`config.mk`:
```
export PLATFORM = sky130hd
export DESIGN_NAME = circular_deque_unit_flat
export DESIGN_NICKNAME = d
export VERILOG_FILES = /design/src/hw/rtl/cdq_pkg.sv /design/src/hw/rtl/cdq_if.sv /design/src/hw/rtl/cdq_datapath.sv /design/src/hw/rtl/cdq_ctrl.sv /design/src/hw/rtl/circular_deque_unit.sv /design/src/flat_wrapper.sv
export SDC_FILE = /design/constraint.sdc
export NUM_CORES = 1
export LEC_CHECK = 0
export ABC_AREA = 1
export BUFFER_PORTS_ARGS = -buffer_cell sky130_fd_sc_hd__buf_2
export CAP_MARGIN = 20
export CORE_ASPECT_RATIO = 0.5
export CORE_MARGIN = 4
export CORE_UTILIZATION = 40
export CTS_CLUSTER_DIAMETER = 40
export DETAILED_ROUTE_END_ITERATION = 7
export SYNTH_ARGS = -nofsm -noshare
export SYNTH_HDL_FRONTEND = slang
export SYNTH_SLANG_ARGS = --single-unit
```
`constraint.sdc`:
```
create_clock -name clk -period 8.3 [get_ports clk]
set_clock_uncertainty 0.2 [all_clocks]
set_input_delay 1.66 -clock clk [delete_from_list [all_inputs] [get_ports clk]]
set_output_delay 1.66 -clock clk [all_outputs]
set_load 0.005 [all_outputs]
```
`src/hw/rtl/cdq_pkg.sv`:
```
`default_nettype none
// ----------------------------------------------------------------------------
// cdq_pkg: shared types and constants for the circular deque unit
// Depth, index width, opcodes, status codes, controller states and the
// command/status bundles that join the controller to the datapath.
// ----------------------------------------------------------------------------
package cdq_pkg;

  // Storage geometry
  localparam int DEPTH  = 8;
  localparam int IDX_W  = $clog2(DEPTH);
  localparam int WORD_W = 32;

  localparam logic [IDX_W-1:0] LAST_IDX = IDX_W'(DEPTH - 1);

  typedef logic [IDX_W-1:0] cdq_idx_t;

  // Input opcodes
  typedef enum logic [2:0] {
    OP_PUSH_FRONT = 3'd0,
    OP_PUSH_REAR  = 3'd1,
    OP_POP_FRONT  = 3'd2,
    OP_POP_REAR   = 3'd3,
    OP_LIST       = 3'd4
  } cdq_op_t;

  // Result status codes
  typedef enum logic [1:0] {
    ST_OK    = 2'd0,
    ST_FULL  = 2'd1,
    ST_EMPTY = 2'd2
  } cdq_status_t;

  // Controller states
  typedef enum logic [1:0] {
    S_IDLE = 2'd0,
    S_POP  = 2'd1,
    S_LIST = 2'd2
  } cdq_state_t;

  // Controller to datapath commands
  typedef struct packed {
    logic        push_front;
    logic        push_rear;
    logic        pop_front;
    logic        pop_rear;
    logic        list_start;
    logic        list_step;
    logic        out_load;
    logic        out_from_mem;
    cdq_status_t out_status;
    logic        out_last;
  } cdq_cmd_t;

  // Datapath to controller flags
  typedef struct packed {
    logic empty;
    logic full;
    logic list_end;
  } cdq_flags_t;

  // Advance an index with wrap
  function automatic cdq_idx_t wrap_inc(input cdq_idx_t i);
    return (i == LAST_IDX) ? '0 : i + IDX_W'(1);
  endfunction

  // Step an index back with wrap
  function automatic cdq_idx_t wrap_dec(input cdq_idx_t i);
    return (i == '0) ? LAST_IDX : i - IDX_W'(1);
  endfunction

endpackage
`default_nettype wire

```
`src/hw/rtl/cdq_if.sv`:
```
`default_nettype none
// ----------------------------------------------------------------------------
// cdq_if: valid/ready channels of the circular deque unit
// Request channel carries opcode and word; result channel carries the
// returned word, status and the end-of-response flag.
// ----------------------------------------------------------------------------
interface cdq_in_if;
  logic        valid;
  logic        ready;
  logic [2:0]  opcode;
  logic signed [31:0] data_in;

  modport source (output valid, output opcode, output data_in, input ready);
  modport sink   (input valid, input opcode, input data_in, output ready);
endinterface

interface cdq_out_if;
  logic        valid;
  logic        ready;
  logic signed [31:0] data_out;
  logic [1:0]  status;
  logic        last;

  modport source (output valid, output data_out, output status, output last, input ready);
  modport sink   (input valid, input data_out, input status, input last, output ready);
endinterface
`default_nettype wire

```
`src/hw/rtl/cdq_datapath.sv`:
```
`default_nettype none
// ----------------------------------------------------------------------------
// cdq_datapath: word store, front/rear indices and result register
// Executes controller commands: writes pushes, reads pops and list walks
// through a registered-read memory, and loads the outgoing result beat.
// ----------------------------------------------------------------------------
module cdq_datapath
  import cdq_pkg::*;
(
  input  wire logic               clk,
  input  wire logic               rst_n,
  input  wire cdq_cmd_t           cmd,
  input  wire logic [WORD_W-1:0]  wr_data,
  output      cdq_flags_t         flags,
  output      logic [WORD_W-1:0]  out_data,
  output      logic [1:0]         out_status,
  output      logic               out_last
);

  logic [WORD_W-1:0] mem [DEPTH];

  cdq_idx_t head_r, head_nxt;
  cdq_idx_t tail_r, tail_nxt;
  logic     empty_r, empty_nxt;
  cdq_idx_t list_ptr_r, list_ptr_nxt;

  logic              wr_en;
  cdq_idx_t          wr_addr;
  logic              rd_en;
  cdq_idx_t          rd_addr;
  logic [WORD_W-1:0] rd_data_r;

  logic [WORD_W-1:0] out_data_r;
  cdq_status_t       out_status_r;
  logic              out_last_r;

  // Status flags for the controller
  assign flags.empty    = empty_r;
  assign flags.full     = !empty_r && (wrap_inc(tail_r) == head_r);
  assign flags.list_end = (list_ptr_r == tail_r);

  // Write port: a push into an empty store restarts at entry zero
  assign wr_en = cmd.push_front || cmd.push_rear;
  always_comb begin
    if (empty_r) begin
      wr_addr = '0;
    end else if (cmd.push_front) begin
      wr_addr = wrap_dec(head_r);
    end else begin
      wr_addr = wrap_inc(tail_r);
    end
  end

  // Read port: front, rear or next list position
  assign rd_en = cmd.pop_front || cmd.pop_rear || cmd.list_start || cmd.list_step;
  always_comb begin
    if (cmd.pop_rear) begin
      rd_addr = tail_r;
    end else if (cmd.list_step) begin
      rd_addr = wrap_inc(list_ptr_r);
    end else begin
      rd_addr = head_r;
    end
  end

  // Next index state
  always_comb begin
    head_nxt     = head_r;
    tail_nxt     = tail_r;
    empty_nxt    = empty_r;
    list_ptr_nxt = list_ptr_r;
    if (wr_en) begin
      if (empty_r) begin
        head_nxt  = '0;
        tail_nxt  = '0;
        empty_nxt = 1'b0;
      end else if (cmd.push_front) begin
        head_nxt = wrap_dec(head_r);
      end else begin
        tail_nxt = wrap_inc(tail_r);
      end
    end else if (cmd.pop_front || cmd.pop_rear) begin
      if (head_r == tail_r) begin
        head_nxt  = '0;
        tail_nxt  = '0;
        empty_nxt = 1'b1;
      end else if (cmd.pop_front) begin
        head_nxt = wrap_inc(head_r);
      end else begin
        tail_nxt = wrap_dec(tail_r);
      end
    end
    if (cmd.list_start) begin
      list_ptr_nxt = head_r;
    end else if (cmd.list_step) begin
      list_ptr_nxt = wrap_inc(list_ptr_r);
    end
  end

  // Hold indices
  always_ff @(posedge clk) begin
    if (!rst_n) begin
      head_r     <= '0;
      tail_r     <= '0;
      empty_r    <= 1'b1;
      list_ptr_r <= '0;
    end else begin
      head_r     <= head_nxt;
      tail_r     <= tail_nxt;
      empty_r    <= empty_nxt;
      list_ptr_r <= list_ptr_nxt;
    end
  end

  // Word store with registered read
  always_ff @(posedge clk) begin
    if (wr_en) begin
      mem[wr_addr] <= wr_data;
    end
    if (rd_en) begin
      rd_data_r <= mem[rd_addr];
    end
  end

  // Load the result beat
  always_ff @(posedge clk) begin
    if (cmd.out_load) begin
      out_data_r   <= cmd.out_from_mem ? rd_data_r : '0;
      out_status_r <= cmd.out_status;
      out_last_r   <= cmd.out_last;
    end
  end

  assign out_data   = out_data_r;
  assign out_status = out_status_r;
  assign out_last   = out_last_r;

endmodule
`default_nettype wire

```
`src/hw/rtl/cdq_ctrl.sv`:
```
`default_nettype none
// ----------------------------------------------------------------------------
// cdq_ctrl: request sequencer for the circular deque unit
// Decodes each request, issues datapath commands, walks list responses one
// word per beat and owns the result valid flag.
// ----------------------------------------------------------------------------
module cdq_ctrl
  import cdq_pkg::*;
(
  input  wire logic        clk,
  input  wire logic        rst_n,
  input  wire logic        in_valid,
  input  wire logic [2:0]  in_opcode,
  output      logic        in_ready,
  output      logic        out_valid,
  input  wire logic        out_ready,
  input  wire cdq_flags_t  flags,
  output      cdq_cmd_t    cmd
);

  cdq_state_t state_r, state_nxt;
  logic       out_valid_r, out_valid_nxt;
  logic       out_free;
  logic       accept;

  // Result register can take a beat when empty or draining
  assign out_free  = !out_valid_r || out_ready;
  assign in_ready  = (state_r == S_IDLE) && out_free;
  assign accept    = in_valid && in_ready;
  assign out_valid = out_valid_r;

  // Next state and commands
  always_comb begin
    state_nxt        = state_r;
    cmd              = '0;
    cmd.out_status   = ST_OK;
    case (state_r)
      S_IDLE: begin
        if (accept) begin
          case (cdq_op_t'(in_opcode))
            OP_PUSH_FRONT, OP_PUSH_REAR: begin
              cmd.out_load = 1'b1;
              cmd.out_last = 1'b1;
              if (flags.full) begin
                cmd.out_status = ST_FULL;
              end else begin
                cmd.push_front = (cdq_op_t'(in_opcode) == OP_PUSH_FRONT);
                cmd.push_rear  = (cdq_op_t'(in_opcode) == OP_PUSH_REAR);
              end
            end
            OP_POP_FRONT, OP_POP_REAR: begin
              if (flags.empty) begin
                cmd.out_load   = 1'b1;
                cmd.out_last   = 1'b1;
                cmd.out_status = ST_EMPTY;
              end else begin
                cmd.pop_front = (cdq_op_t'(in_opcode) == OP_POP_FRONT);
                cmd.pop_rear  = (cdq_op_t'(in_opcode) == OP_POP_REAR);
                state_nxt     = S_POP;
              end
            end
            OP_LIST: begin
              if (flags.empty) begin
                cmd.out_load   = 1'b1;
                cmd.out_last   = 1'b1;
                cmd.out_status = ST_EMPTY;
              end else begin
                cmd.list_start = 1'b1;
                state_nxt      = S_LIST;
              end
            end
            default: begin
              cmd.out_load = 1'b1;
              cmd.out_last = 1'b1;
            end
          endcase
        end
      end
      S_POP: begin
        if (out_free) begin
          cmd.out_load     = 1'b1;
          cmd.out_from_mem = 1'b1;
          cmd.out_last     = 1'b1;
          state_nxt        = S_IDLE;
        end
      end
      S_LIST: begin
        if (out_free) begin
          cmd.out_load     = 1'b1;
          cmd.out_from_mem = 1'b1;
          cmd.out_last     = flags.list_end;
          if (flags.list_end) begin
            state_nxt = S_IDLE;
          end else begin
            cmd.list_step = 1'b1;
          end
        end
      end
      default: begin
        state_nxt = S_IDLE;
      end
    endcase
  end

  // Track result valid
  always_comb begin
    out_valid_nxt = out_valid_r;
    if (cmd.out_load) begin
      out_valid_nxt = 1'b1;
    end else if (out_ready) begin
      out_valid_nxt = 1'b0;
    end
  end

  // Hold state and result valid
  always_ff @(posedge clk) begin
    if (!rst_n) begin
      state_r     <= S_IDLE;
      out_valid_r <= 1'b0;
    end else begin
      state_r     <= state_nxt;
      out_valid_r <= out_valid_nxt;
    end
  end

  // Never overwrite an undelivered beat
  a_load_when_free: assert property (@(posedge clk) disable iff (!rst_n)
    cmd.out_load |-> out_free)
    else $error("result beat overwritten before delivery");

  // Never push into a full store
  a_push_not_full: assert property (@(posedge clk) disable iff (!rst_n)
    (cmd.push_front || cmd.push_rear) |-> !flags.full)
    else $error("push issued on full store");

  // Never walk past the rear word
  a_step_before_end: assert property (@(posedge clk) disable iff (!rst_n)
    cmd.list_step |-> !flags.list_end)
    else $error("list walk stepped past rear");

  // A pop on a non-empty store moves to the read-wait state
  a_pop_wait: assert property (@(posedge clk) disable iff (!rst_n)
    (cmd.pop_front || cmd.pop_rear) |=> (state_r == S_POP))
    else $error("pop did not enter read wait");

endmodule
`default_nettype wire

```
`src/hw/rtl/circular_deque_unit.sv`:
```
`default_nettype none
// ----------------------------------------------------------------------------
// circular_deque_unit: circular double-ended queue of signed 32-bit words
// Push/pop at either end, or list all words front to rear, over valid/ready
// channels. Full and empty conditions are reported in the result status.
// ----------------------------------------------------------------------------
//
//   channel   direction   beat contents
//   -------   ---------   ------------------------------------------
//   in_if     sink        opcode, data_in
//   out_if    source      data_out, status, last
//
// Push, error and unused-opcode requests: result loaded at accept.
// Pop: the result is loaded from the registered read port of the word store.
// List of N words: one store read per result beat.
// Reset (rst_n low, synchronous) empties the deque; the store needs no clearing.
// in_if.ready is low while a pop or list is in progress, or while an
// undelivered result sits in the output register and out_if.ready is low.
// ----------------------------------------------------------------------------
module circular_deque_unit
  import cdq_pkg::*;
(
  input wire logic clk,
  input wire logic rst_n,
  cdq_in_if.sink   in_if,
  cdq_out_if.source out_if
);

  cdq_cmd_t          cmd;
  cdq_flags_t        flags;
  logic [WORD_W-1:0] out_data;
  logic [1:0]        out_status;
  logic              out_last;
  logic              in_ready;
  logic              out_valid;

  // Sequencer
  cdq_ctrl u_ctrl (
    .clk       (clk),
    .rst_n     (rst_n),
    .in_valid  (in_if.valid),
    .in_opcode (in_if.opcode),
    .in_ready  (in_ready),
    .out_valid (out_valid),
    .out_ready (out_if.ready),
    .flags     (flags),
    .cmd       (cmd)
  );

  // Store and result register
  cdq_datapath u_datapath (
    .clk        (clk),
    .rst_n      (rst_n),
    .cmd        (cmd),
    .wr_data    (in_if.data_in),
    .flags      (flags),
    .out_data   (out_data),
    .out_status (out_status),
    .out_last   (out_last)
  );

  // Drive channel ports
  assign in_if.ready     = in_ready;
  assign out_if.valid    = out_valid;
  assign out_if.data_out = out_data;
  assign out_if.status   = out_status;
  assign out_if.last     = out_last;

endmodule
`default_nettype wire

```
`src/flat_wrapper.sv`:
```
// flat-port wrapper written by rule: the top's interface ports become plain ports
module circular_deque_unit_flat import cdq_pkg::*;
  (clk, rst_n, in_if_valid, in_if_opcode, in_if_data_in, in_if_ready, out_if_valid, out_if_data_out, out_if_status, out_if_last, out_if_ready);
  cdq_in_if in_if_i ();
  cdq_out_if out_if_i ();
  input wire logic clk;
  input wire logic rst_n;
  input wire logic [$bits(in_if_i.valid)-1:0] in_if_valid;
  input wire logic [$bits(in_if_i.opcode)-1:0] in_if_opcode;
  input wire logic [$bits(in_if_i.data_in)-1:0] in_if_data_in;
  output wire logic [$bits(in_if_i.ready)-1:0] in_if_ready;
  output wire logic [$bits(out_if_i.valid)-1:0] out_if_valid;
  output wire logic [$bits(out_if_i.data_out)-1:0] out_if_data_out;
  output wire logic [$bits(out_if_i.status)-1:0] out_if_status;
  output wire logic [$bits(out_if_i.last)-1:0] out_if_last;
  input wire logic [$bits(out_if_i.ready)-1:0] out_if_ready;
  assign in_if_i.valid = in_if_valid;
  assign in_if_i.opcode = in_if_opcode;
  assign in_if_i.data_in = in_if_data_in;
  assign in_if_ready = in_if_i.ready;
  assign out_if_valid = out_if_i.valid;
  assign out_if_data_out = out_if_i.data_out;
  assign out_if_status = out_if_i.status;
  assign out_if_last = out_if_i.last;
  assign out_if_i.ready = out_if_ready;
  circular_deque_unit u_core (.clk(clk), .rst_n(rst_n), .in_if(in_if_i), .out_if(out_if_i));
endmodule
```
# After elaboration in Yosys (flattened, before gate mapping)
# Memory sizes are Yosys's and may differ from the RTL's. A register that Yosys moved wholly into a read port is not among the register bits.
# Index checks and enable logic that the tools add are counted.
[totals]
reg_bits = 48
latchBits = 0
ram_bits = 256
rom_bits = 0
inputBits = 39
output_inout_bits = 37
word_cells = 127
n_memories = 1
[op_classes]
n_addsub = 5
n_mul = 0
div_mod_pow = 0
magnitude_cmp = 0
n_eq_ne = 22
shifts = 0
mux = 63
bitwise_logic = 0
reduce_logical = 27
[mem_list]
columns = ["name", "depth", "word_bits", "read_ports", "rd_clocked_by_memory_dff", "write_ports", "line", "rtl"]
rows = [
  ["u_core.u_datapath.mem", 8, 32, 1, 1, 1, "cdq_datapath.sv:20", "logic [WORD_W-1:0] mem [DEPTH];"],
]
[op_table]
columns = ["op", "count"]
rows = [
  ["$mux 3", 25],
  ["$mux 2", 11],
  ["$mux 1", 19],
  ["$eq 3x3->1 const B", 4],
  ["$ne 3x3->1 const B", 4],
  ["$mux 5", 2],
  ["$add 3x1->3 const B", 3],
  ["$eq 3x3->1", 3],
  ["$logic_not 3->1", 3],
  ["$ne 2x2->1 const B", 4],
  ["$pmux 2 s2", 2],
  ["$reduce_bool 2->1", 4],
  ["$reduce_and 7->1", 1],
  ["$eq 3x2->1 const B", 2],
  ["$ne 3x1->1 const B", 2],
  ["$pmux 1 s3", 2],
  ["$pmux 2 s3", 1],
  ["$reduce_and 3->1", 2],
  ["$sub 3x1->3 const B", 2],
  ["$logic_or 1x1->1", 5],
  ["$reduce_and 2->1", 2],
  ["$reduce_or 2->1", 2],
  ["$eq 3x1->1 const B", 1],
  ["$logic_and 1x1->1", 3],
  ["7 further kinds", 8],
]

# Depth between registers and ports, before layout
# Gate-level depths: netlist (run 1).
[logic_depth]
ltp_word = 12
depth_mapped = 14
depth_no_buf = 14

# Modules after synthesis
# A second synthesis (run 1) with hierarchy kept.
[hier_totals]
hier_cells = 1495
area_unflattened_um2 = 15114.5
[modules_own_cells]
columns = ["mod", "n_inst", "cells_per_inst", "area_per_inst_um2", "seq_area_each_um2"]
rows = [
  ["cdq_datapath", 1, 1427, 14699.1, 9899.5],
  ["cdq_ctrl", 1, 68, 415.4, 60.1],
]

# Least setup slack after synthesis (run 1)
# No wires, ideal clock.
[synth_path]
path_kind = "in2reg"
start = "input port out_if_ready"
end = "memory u_core.u_datapath.mem[4][0], enable pin"
setup_time_ns = 0.421
arrival_time_ns = 4.194
required_ns = 7.679
setup_slack_ns = 3.485
cell_stages = 12
path_buffers = 0
cell_sequence = "nor2_2 > nor2_4 > nand2_1 > nor3_2 > nand2_1 > inv_2 > nand3_1 > nand2_1 > nand2_1 > inv_1 > nand2_1 > nor2_1"
[synth_via]
elab_chain_len = 8
word_cells_on_any_way = 10
classes_between = "6 x mux; 4 x reduce/logical"
[synth_lines]
columns = ["element", "line", "rtl"]
rows = [
  ["start: declaration", "flat_wrapper.sv:16", "input wire logic [$bits(out_if_i.ready)-1:0] out_if_ready;"],
  ["$logic_or 1x1->1 *", "cdq_ctrl.sv:27", "assign out_free = !out_valid_r || out_ready;"],
  ["$logic_and 1x1->1 *", "cdq_ctrl.sv:28", "assign in_ready = (state_r == S_IDLE) && out_free;"],
  ["via in_if_ready", "flat_wrapper.sv:11", "output wire logic [$bits(in_if_i.ready)-1:0] in_if_ready;"],
  ["$logic_and 1x1->1 *", "cdq_ctrl.sv:29", "assign accept = in_valid && in_ready;"],
  ["$mux 5 *", "cdq_ctrl.sv:39", "if (accept) begin"],
  ["$mux 5 *", "cdq_ctrl.sv:37", "case (state_r)"],
  ["$logic_or 1x1->1", "cdq_datapath.sv:43", "assign wr_en = cmd.push_front || cmd.push_rear;"],
  ["$mux 1", "cdq_datapath.sv:117", "if (wr_en) begin"],
  ["$mux 1 (not written as such)", "cdq_datapath.sv:118", "mem[wr_addr] <= wr_data;"],
  ["end: declaration", "cdq_datapath.sv:20", ""],
]
# Mark *: on every way through the listed nets, which the timed path passes. The rest lies on a longest branch.

# Worst setup path in the final report (run 1)
[layout_path]
start = "input port out_if_ready"
end = "register u_core.u_datapath.rd_data_r[23] (read register of u_core.u_datapath.mem), data pin"
[layout_via]
elab_chain_len = 8
word_cells_on_any_way = 12
classes_between = "6 x mux; 6 x reduce/logical"
[layout_lines]
columns = ["element", "line", "rtl"]
rows = [
  ["$logic_or 1x1->1 *", "cdq_ctrl.sv:27", ""],
  ["$logic_and 1x1->1", "cdq_ctrl.sv:28", ""],
  ["$logic_and 1x1->1", "cdq_ctrl.sv:29", ""],
  ["$mux 5", "cdq_ctrl.sv:39", ""],
  ["$mux 5", "cdq_ctrl.sv:37", ""],
  ["$logic_or 1x1->1 (3 in a row)", "cdq_datapath.sv:55", "assign rd_en = cmd.pop_front || cmd.pop_rear || cmd.list_start || cmd.list_step;"],
  ["end: declaration", "cdq_datapath.sv:31", "logic [WORD_W-1:0] rd_data_r;"],
]
# Mark *: on every way between the ends. The rest lies on a longest branch, timed or not.
# A chain may end at the register's enable or synchronous reset.

==> impl_metrics.json, run 1 <==
{
  "antenna_found_initial": 0,
  "critPathTopFamily": "simple AND/OR/NAND/NOR gates",
  "postCtsSetupBuffers": 0,
  "row_count": 49,
  "min_path_type": "reg -> reg",
  "cts.clk_slew.worst_paths_ns": 0.06,
  "gp_congestion": 0.804,
  "holdBufCountCts": 0,
  "crit_chain": "buf_2 > nor2_2 > nor2_1 > nand2_2 > nand2_1 > nand3_2 > nand2_1 > buf_4 > nand2_1 > nand3_1 > nand2_1 > nand2_1 > nand2_1",
  "slew_viol_final": 0,
  "post-route-worst-setup-slack_ns": 3.68,
  "reg2reg_slack_ns": 4.28,
  "maxCapViolCount": 0,
  "p_clk_frac": 0.400,
  "htreeDepth": 2,
  "yosysWarnings": 0,
  "synthCells": 1486,
  "timing.final.crit_share": 0.557,
  "power.density_nw_per_um2": 237,
  "routed_wl_um": 35500,
  "wire_per_inst_um": 17.2,
  "fin_crit_ns": 4.62,
  "yosysMostFrequentCell": "edfxtp_1",
  "relSlewSlack": 0.362,
  "routed-via-count": 10100,
  "slowest_delay_ns": 0.85,
  "critPathBufInv": 2,
  "io_buffers": 75,
  "path_depth": 13,
  "crit_fanout": 26,
  "synth_seq_cells": 336,
  "finalSetupTns_ns": 0,
  "switching_share": 0.250,
  "syn_area_per_cell_um2": 10.1,
  "synth_cell_type_count": 31,
  "finalSetupViolations": 0,
  "viasPerCell": 4.87,
  "ir_drop_v": 0.000104,
  "cts_resized": 0,
  "slowest_stage": "nand2_1",
  "hold_depth": 2,
  "pwr-share-seq": 0.483,
  "fp.dieH_um": 145,
  "worstMarginPinSlew_ns": 0.957,
  "diodes": 0,
  "grt_pass1_vias": 9585,
  "core-area_um2": 36500,
  "yosys.area.top_type_share": 0.646,
  "start_kind": "input pin",
  "ys_top_cells_by_count": "edfxtp_1 (323), inv_1 (314), nand2_1 (313)",
  "syn_to_final_growth_pct": 14.3,
  "p_comb_frac": 0.117,
  "globalRoute.totalOverflow": 0,
  "cts_tree": "yes",
  "status": "completed",
  "cp-endpoint": "u_core.u_datapath.rd_data_r[23]$_DFFE_PP_",
  "root_buffer": "clkbuf_16",
  "place_ws_ns": 3.17,
  "synth_edf_count": 323,
  "grt_use_total": 0.173,
  "clk_latency_ns": 0.53,
  "nets": 1607,
  "stdcell_area_um2": 17200,
  "synth_area_leaders": "edfxtp_1 (65%), nand3_1 (10%), inv_1 (7.8%)",
  "syn_nets": 1539,
  "syn-cell-area_um2": 15000,
  "crit_start": "out_if_ready",
  "cp-end-kind": "register",
  "dieWidth_um": 282,
  "rsz0062_at_grt": "false",
  "synth_top_flop_cell": "edfxtp_1",
  "path_class": "in -> reg",
  "drt_first_pass_iters": 6,
  "grt_pass1_wl_um": 55100,
  "post-dp-hpwl_um": 18400,
  "route.detailed.drc": 0,
  "r2r_end": "u_core.u_datapath.rd_data_r[23]$_DFFE_PP_",
  "power_leakage_nw": 7.61,
  "ant_nets": 0,
  "required_ns": 8.38,
  "power_mw": 4.07,
  "yosysTopAreaCell": "edfxtp_1",
  "cts_buffers": 37,
  "io_pins": 76,
  "p_int_mw": 3.05,
  "async_flop_share": 0,
  "clock_path_buffers": 3,
  "rr_startpoint": "u_core.u_ctrl.state_r[0]$_SDFFE_PN0P_",
  "crit_top_cell": "nand2_1",
  "placed_area_um2": 16000,
  "cts.sinks": 336,
  "arrival_ns": 4.70,
  "fmax_ghz": 0.216,
  "drtIter0Drc": 788,
  "power_switching_mw": 1.02,
  "drive_gt1_frac": 0.119,
  "design.die.area_um2": 40900,
  "ys_seq_area_frac": 0.663,
  "initial_core_util": 0.412,
  "grt_max_degree": 79,
  "finalHoldViolCount": 0,
  "reg2reg_depth": 14
}
-- metal layers --
metal	global-route usage	up-vias	routed length, µm
met4	0.0403	0	578
met3	0.0308	47	2110
met1	0.242	4784	16200
li1	-	4960	-
met5	0	-	0
met2	0.282	265	16600
-- state kept, by name (all words and copies together), names as in the netlist --
name,count
u_core.u_ctrl.out_valid,1
u_core.u_datapath.tail_r,3
u_core.u_datapath.out_data,32
u_core.u_datapath.out_status,2
u_core.u_datapath.list_ptr_r,3
u_core.u_datapath.empty_r,1
u_core.u_ctrl.state_r,2
u_core.u_datapath.rd_data_r,32
u_core.u_datapath.mem,256
u_core.u_datapath.out_last,1
u_core.u_datapath.head_r,3
-- cell type report --
cell class,count,area (µm²)
Multi-Input combinational cell,762,3660
Sequential cell,336,9960
Tap cell,484,606
Fill cell,3326,19300
Inverter,321,1200
Clock buffer,46,1000
Timing Repair Buffer,96,533
Clock inverter,21,204
-- power by group through the flow --
stage                     clock [mW]  combinational [mW]  sequential (mW)
final                           1.63               0.474             1.97
after global routing            1.74               0.534             1.97
after CTS                       1.66               0.478             1.97
after detailed placement           0               0.476             2.00
after global placement             0               0.471             2.00
after floorplan                    0               0.293             2.01
-- through the flow --
step | hold WS, ns | utilization | cells
after floorplan | 0.269 | - | 1486
after global placement | 0.296 | 0.437 | 1998
final | 0.308 | 0.471 | 2066
after CTS | 0.311 | 0.471 | 2066
after global routing | 0.348 | 0.471 | 2066
after detailed placement | 0.303 | 0.438 | 1999
-- cells in the final DEF (no fill, tap or decap), types with 4 or more instances in the layout --
cell type / instances
inv_2: 8
nor2_1: 60
clkbuf_16: 39
buf_4: 21
xnor2_1: 4
nand3_1: 306
inv_1: 312
a21oi_1: 7
a31oi_1: 4
dfxtp_1: 13
buf_2: 75
clkinv_2: 6
edfxtp_1: 323
o21ai_0: 12
nand2_1: 312
nor2_4: 11
clkinv_1: 5
ha_1: 14
clkbuf_1: 7
-- worst min-delay path, cell delays in order (launching register included) --
cell and delay [ns]:
dfxtp_1 0.34, nand2_1 0.08, a21oi_1 0.05
-- worst min-delay path by stage --
stage	startpoint	end	slack [ns]
after floorplan	u_core.u_ctrl.state_r[1]$_SDFFE_PN0P_	u_core.u_ctrl.state_r[1]$_SDFFE_PN0P_	0.27
after global placement	u_core.u_ctrl.state_r[1]$_SDFFE_PN0P_	u_core.u_ctrl.state_r[1]$_SDFFE_PN0P_	0.30
after detailed placement	u_core.u_ctrl.state_r[1]$_SDFFE_PN0P_	u_core.u_ctrl.state_r[1]$_SDFFE_PN0P_	0.30
after CTS	u_core.u_ctrl.state_r[1]$_SDFFE_PN0P_	u_core.u_ctrl.state_r[1]$_SDFFE_PN0P_	0.31
after global routing	u_core.u_ctrl.state_r[1]$_SDFFE_PN0P_	u_core.u_ctrl.state_r[1]$_SDFFE_PN0P_	0.35
final	u_core.u_ctrl.state_r[1]$_SDFFE_PN0P_	u_core.u_ctrl.state_r[1]$_SDFFE_PN0P_	0.31
-- logic make-up after synthesis --
family / after synthesis / share of synthesized area
flip-flops: 336 / 0.663
AND/OR/NAND/NOR: 711 / 0.210
AO/OA/AOI/OAI: 31 / 0.0118
XOR/XNOR: 6 / 0.00350
buffers and inverters: 388 / 0.100
adder cells (fa/ha/maj): 14 / 0.0117
(Power assumes the default switching activity.)
==> inputs of run 2 (changes only) <==
==> constraint.sdc (replaced) <==
create_clock -name clk -period 3.97 [get_ports clk]
set_clock_uncertainty 0.2 [all_clocks]
set_input_delay 0.794 -clock clk [delete_from_list [all_inputs] [get_ports clk]]
set_output_delay 0.794 -clock clk [all_outputs]
set_load 0.005 [all_outputs]
==> run 2 against run 1 <==
  * Power grew 120%
  * Die area is the same
  * Worst setup slack lost 3.1 ns
  * Count of clock-buffer cells in the layout grew 1
  * First-iteration DRC count shrank 8.0%
  * Sequential share of layout area shrank 1.0 points
  * Clock power grew 120%
  * Sequential power grew 110%
  * Largest power group unchanged
==> impl_metrics.json, run 2 (same netlist as run 1, synthesis figures left out) <==
{
  "diodes": 0,
  "power_mw": 8.77,
  "design.die.area_um2": 40900,
  "clock_path_buffers": 3,
  "min_path_type": "reg -> reg",
  "start_kind": "register",
  "stdcell_area_um2": 17500,
  "io_pins": 76,
  "multi_input_area_um2": 3660,
  "top_register": "u_core.u_datapath.mem",
  "slew_viol_final": 0,
  "grt_max_degree": 97,
  "grt_pass1_vias": 9545,
  "wire_per_inst_um": 16.6,
  "routed-via-count": 10100,
  "fin_crit_ns": 3.41,
  "drt_first_pass_iters": 5,
  "worstMarginPinSlew_ns": 0.887,
  "rsz0062_at_grt": "false",
  "finalSetupViolations": 0,
  "grt_pass1_wl_um": 54000,
  "globalRoute.totalOverflow": 0,
  "cts_buffers": 40,
  "cts_resized": 0,
  "finalHoldViolCount": 0,
  "register_area_um2": 9960,
  "cp-end-kind": "register",
  "post-dp-hpwl_um": 20000,
  "arrival_ns": 3.37,
  "power.density_nw_per_um2": 502,
  "drive_gt1_frac": 0.129,
  "initial_core_util": 0.412,
  "ant_nets": 0,
  "power_leakage_nw": 7.75,
  "hold_ws_ns": 0.309,
  "cts.sinks": 336,
  "row_count": 49,
  "finalSetupTns_ns": 0,
  "timing.final.crit_share": 0.858,
  "route.detailed.drc": 0,
  "io_buffers": 75,
  "routed_wl_um": 34500,
  "grt_use_total": 0.168,
  "relSlewSlack": 0.409,
  "cts_tree": "yes",
  "nFillCells": 3296,
  "largest_reg_flops": 256,
  "final_common_cell": "edfxtp_1",
  "status": "completed",
  "ir_drop_v": 0.000233,
  "holdBufCountCts": 0,
  "drtIter0Drc": 725,
  "crit_fanout": 24,
  "root_buffer": "clkbuf_16",
  "final_cell_mix": "edfxtp_1 (323), inv_1 (313), nand2_1 (312)",
  "path_class": "reg -> reg",
  "htreeDepth": 2,
  "cts.clk_slew.worst_paths_ns": 0.05,
  "gp_congestion": 0.861,
  "antenna_found_initial": 0,
  "clk_latency_ns": 0.52,
  "syn_to_final_growth_pct": 16.3,
  "place_ws_ns": 0.495,
  "placed_area_um2": 16200,
  "maxCapViolCount": 0,
  "fmax_ghz": 0.294,
  "required_ns": 3.94,
  "nets": 1624,
  "viasPerCell": 4.86,
  "post-route-worst-setup-slack_ns": 0.565,
  "postCtsSetupBuffers": 0,
  "fp.dieH_um": 145,
  "dieWidth_um": 282,
  "core-area_um2": 36500
}
-- run 2: cell count changes in the layout (fill, tap and decap cells not counted) --
cell	delta
clkinvlp_4	+2
clkbuf_1	-1
clkbuf_16	+2
clkinv_2	-5
buf_12	+8
bufinv_16	+1
clkinv_4	+1
clkinv_1	-1
inv_2	-1
buf_4	+6
inv_6	+3
inv_1	+1
-- run 2: area by class of cell --
cell class | instances | share of cell area
tap | 484 | 0.0347
clock inverter | 22 | 0.0146
inverter | 321 | 0.0690
sequential | 336 | 0.570
clock buffer | 47 | 0.0600
timing repair buffer | 110 | 0.0422
multi-input combinational | 762 | 0.210
-- run 2: path summary, 6_finish.rpt --
check,start,end,slack (ns),depth (start not counted)
setup / recovery,u_core.u_datapath.tail_r[0]$_SDFFE_PN0P_,u_core.u_datapath.mem[1][19]$_DFFE_PP_,0.56,13
hold / removal,u_core.u_ctrl.state_r[1]$_SDFFE_PN0P_,u_core.u_ctrl.state_r[1]$_SDFFE_PN0P_,0.31,2
setup reg to reg,u_core.u_datapath.tail_r[0]$_SDFFE_PN0P_,u_core.u_datapath.mem[1][19]$_DFFE_PP_,0.56,13
hold reg to reg,u_core.u_ctrl.state_r[1]$_SDFFE_PN0P_,u_core.u_ctrl.state_r[1]$_SDFFE_PN0P_,0.31,2
-- run 2: per-layer routing --
layer | routed length (µm) | vias up | GRT usage | part of all wire
li1 | - | 5001 | - | -
met4 | 655 | 0 | 0.0430 | 0.019
met3 | 2010 | 64 | 0.0295 | 0.058
met2 | 15500 | 282 | 0.262 | 0.45
met5 | 0 | - | 0 | 0
met1 | 16300 | 4765 | 0.245 | 0.47
-- run 2: metrics by stage --
stage                     cells   util
after floorplan            1486      -
after global placement     2013  0.443
after detailed placement   2013  0.443
after CTS                  2082  0.479
after global routing       2082  0.479
final                      2082  0.479
-- run 2: where the power goes --
| group | switching, mW | total (mW) | internal, mW |
|---|---|---|---|
| Combinational | 0.705 | 1.04 | 0.335 |
| Sequential | 0.0420 | 4.11 | 4.07 |
| Clock | 1.45 | 3.62 | 2.17 |
| Total | 2.19 | 8.77 | 6.57 |
-- run 2: critical path: stages (launching register included) --
cell	delay, ns
dfxtp_1	0.46
inv_2	0.14
ha_1	0.36
inv_1	0.06
a21oi_1	0.12
nand4_1	0.21
nand2_1	0.30
inv_2	0.14
nand3_1	0.16
nand2_1	0.06
o21ai_0	0.11
nand2_1	0.18
nor2_4	0.12
buf_4	0.42
